[src/sv/assert_macros.svh]
// Assertion macros shared by the allocator RTL.
// Depends on a clock named clk and an active-low reset named rst_n in scope.
`ifndef ASSERT_MACROS_SVH
`define ASSERT_MACROS_SVH

// Property must hold at every rising clock edge outside reset.
`define BFA_ASSERT(label, prop, msg) \
  label: assert property (@(posedge clk) disable iff (!rst_n) (prop)) else $error(msg);

// Expression must never be true outside reset.
`define BFA_ASSERT_NEVER(label, expr, msg) \
  label: assert property (@(posedge clk) disable iff (!rst_n) !(expr)) else $error(msg);

`endif

[src/sv/bfa_ram.sv]
// Generic single-write, single-read synchronous RAM with registered read data.
// No dependencies.
`default_nettype none

module bfa_ram #(
  parameter int WIDTH = 8,
  parameter int DEPTH = 16
) (
  input  wire logic                     clk,
  input  wire logic                     we,
  input  wire logic [$clog2(DEPTH)-1:0] waddr,
  input  wire logic [WIDTH-1:0]         wdata,
  input  wire logic                     re,
  input  wire logic [$clog2(DEPTH)-1:0] raddr,
  output logic      [WIDTH-1:0]         rdata
);
  logic [WIDTH-1:0] mem [DEPTH];

  always_ff @(posedge clk) begin
    if (we) begin
      mem[waddr] <= wdata;
    end
    if (re) begin
      rdata <= mem[raddr];
    end
  end
endmodule

`default_nettype wire

[config.mk]
export PLATFORM = sky130hd
export DESIGN_NAME = bfa_ram
export DESIGN_NICKNAME = d
export VERILOG_FILES = /design/src/sv/assert_macros.svh /design/src/sv/bfa_ram.sv
export SDC_FILE = /design/constraint.sdc
export NUM_CORES = 1
export LEC_CHECK = 0
export BUFFER_PORTS_ARGS = -buffer_cell sky130_fd_sc_hd__buf_4
export CAP_MARGIN = 10
export CORE_ASPECT_RATIO = 0.75
export CORE_MARGIN = 2
export CORE_UTILIZATION = 45
export CTS_CLUSTER_SIZE = 28
export DETAILED_ROUTE_END_ITERATION = 16
export PLACE_DENSITY_LB_ADDON = 0.3
export SETUP_SLACK_MARGIN = 0.3
export SYNTH_ARGS = -nofsm -noshare
export SYNTH_HDL_FRONTEND = slang
export SYNTH_SLANG_ARGS = --single-unit
[constraint.sdc]
create_clock -name clk -period 5.53 [get_ports clk]
set_input_delay 0.8295 -clock clk [delete_from_list [all_inputs] [get_ports clk]]
set_output_delay 0.8295 -clock clk [all_outputs]
set_load 0.05 [all_outputs]
==> impl_metrics.tcl <==
set metrics [dict create \
    grt_pass1_vias 2368 \
    drcViolationCount 0 \
    overflow 0 \
    setup_viol 0 \
    cp_top_family "multiplexers" \
    routed_wirelength_um 9810 \
    gp_congestion 0.718 \
    critPathBufInv 1 \
    arrival_ns 2.32 \
    cts_tree "yes" \
    initial_core_util_pct 45.7 \
    dp_hpwl_um 6000 \
    area.growth.synth_to_final_pct 16.9 \
    max_slew_margin_pct 29.0 \
    finalHoldViolations 0 \
    instances_no_fill 424 \
    status "finished clean" \
    die_area_sq_um 12500 \
    fin_crit_sh_pct 39.4 \
    grt_max_degree 33 \
    critPathMaxFanout 32 \
    worstSetupPathType "in2reg" \
    grtUsageTotal_pct 16.9 \
    end_kind "flip-flop" \
    drt_iter0_drc 210 \
    cts.path.max_buffers 2 \
    drt_first_pass_iters 5 \
    n_antenna_cell 0 \
    h-tree-depth 4 \
    worst_slack_ns 3.35 \
    cp_data_required_time_ns 5.67 \
    dp_slack_ns 2.78 \
    ios 27 \
    synthCells 229 \
    postRouteAntennaNets 0 \
    max_cap_violations 0 \
    p_total_mw 2.38 \
    grt_antenna_before_repair 0 \
    whs_ns 0.714 \
    path_cells "buf_4, mux4_2, a22oi_1, nand2_1" \
    tns_ns 0 \
    clock-sinks 136 \
    peakVddDrop_mv 0.203 \
    drive_above_1_share_pct 26.4 \
    nets 286 \
    synth_cell_types 18 \
    clock_latency_ns 0.41 \
    netlist_area_sq_um 5230 \
    die_width_um 128 \
    core_area_sq_um 11400 \
    port_buffers 26 \
    postCtsHoldBufs 0 \
    cp_slowest_stage_delay_ns 0.58 \
    fmax_mhz 459 \
    yosysSeqAreaShare_pct 78.1 \
    placementRows 34 \
    post_cts_resize_count 0 \
    cts_made_buffers 17 \
    worst-slew-pin-transition_ns 1.06 \
    cts_setup_buffers 0 \
    fin_crit_ns 2.18 \
    slew_viol_final 0 \
    yosysWarnings 0 \
    start_kind "primary input" \
    vias 2380 \
    synth_seq_cells 136 \
    syn_area_per_cell_sq_um 22.8 \
    place_inst 391 \
    cpMaxStageDelayCell "mux4_2" \
    die_y_um 97.3 \
    clockRootBuffer "clkbuf_16" \
    vias_per_cell 5.61 \
    path_clk_slew_ns 0.05 \
    p_per_area_nw_per_um2 389 \
    wl_per_cell_um 23.1 \
    hold_class "in2reg" \
    synth.net_count 248 \
    finalClockSkew_ns 0.00908 \
    grt_pass1_wl_um 14600 \
    grt_setup_unrepaired "no" \
    p_leak_nw 2.03 \
]
## sequential cells by signal, summed over array words and instances, names as in the netlist
register	flops
mem	128
rdata	8
## worst reg2reg max path: stages, from the launching register on
cell and delay (ns):
edfxtp_1 0.37, mux4_2 0.47, a22oi_1 0.24, nand2_1 0.15
## cells in the mapped netlist, drive strengths merged
cell | instances | area [sq um]
buf | 7 | 56.3
nor2 | 13 | 48.8
nand3b | 2 | 15.0
nor2b | 1 | 6.26
or3b | 1 | 8.76
nand3 | 1 | 5.00
and2b | 1 | 7.51
clkdlybuf4s25 | 3 | 30.0
edfxtp | 136 | 4080
nand2b | 2 | 12.5
a22oi | 16 | 120
nor3 | 4 | 20.0
and2 | 1 | 6.26
mux4 | 32 | 773
nand2 | 9 | 33.8
## layout make-up
class,count,area (sq um)
flip-flops and latches,136,4080
fillers,885,5330
clock inverters,12,133
clock buffers,20,437
repair buffers,29,218
multi-input cells,83,1060
well taps,144,180
## layer usage
layer  routed length (um)  part of all wire, %  vias to the layer above  global-route usage [%]
li1                     -                    -                     1057                       -
met1                 4470                   46                     1221                    26.6
met2                 4410                   45                       97                    22.9
met3                  863                  8.8                        5                    5.56
met4                   74                 0.75                        0                    3.80
met5                    0                    0                        -                       0
## cell families (layout without fill, tap and decap cells)
logic type	Yosys count	in the layout	share of synthesized area, %
simple gates	35	35	3.14
mux	32	32	14.8
flops	136	136	78.1
buf+inv	10	61	1.65
compound gates	16	16	2.30
## path summary, 6_finish.rpt
check,endpoint,startpoint,cells after the start,slack (ns)
max reg2reg,rdata[4],mem[3][4],3,4.03
max,rdata[7],raddr[0],4,3.35
min,rdata[1],re,1,0.71
min reg2reg,rdata[3],mem[14][3],3,0.75
## power by group
part / switching [mW] / internal (mW)
Combinational: 0.0774 / 0.0470
Clock: 0.389 / 0.698
Sequential: 0.00535 / 1.16
Total: 0.471 / 1.91
## placed cells by master, fill, tap and decap left out, types with 3 or more instances in the layout
cell type	synthesis	final
clkbuf_1	0	3
a22oi_1	16	16
mux4_1	14	14
clkbuf_16	0	17
nor2_1	13	13
clkinv_1	0	4
buf_4	1	28
clkinv_2	0	4
nor3_1	4	3
mux4_2	18	18
edfxtp_1	136	136
nand2_1	9	9
bufinv_16	0	3
## through the flow
| stage | area (sq um) | utilization [%] |
|---|---|---|
| 2_1_floorplan | 5230 | - |
| 5_1_grt | 6110 | 53.4 |
| 4_1_cts | 6110 | 53.4 |
| 3_3_place_gp | 5540 | 48.4 |
| 6_report | 6110 | 53.4 |
| 3_5_place_dp | 5540 | 48.4 |
(Power assumes the default switching activity.)
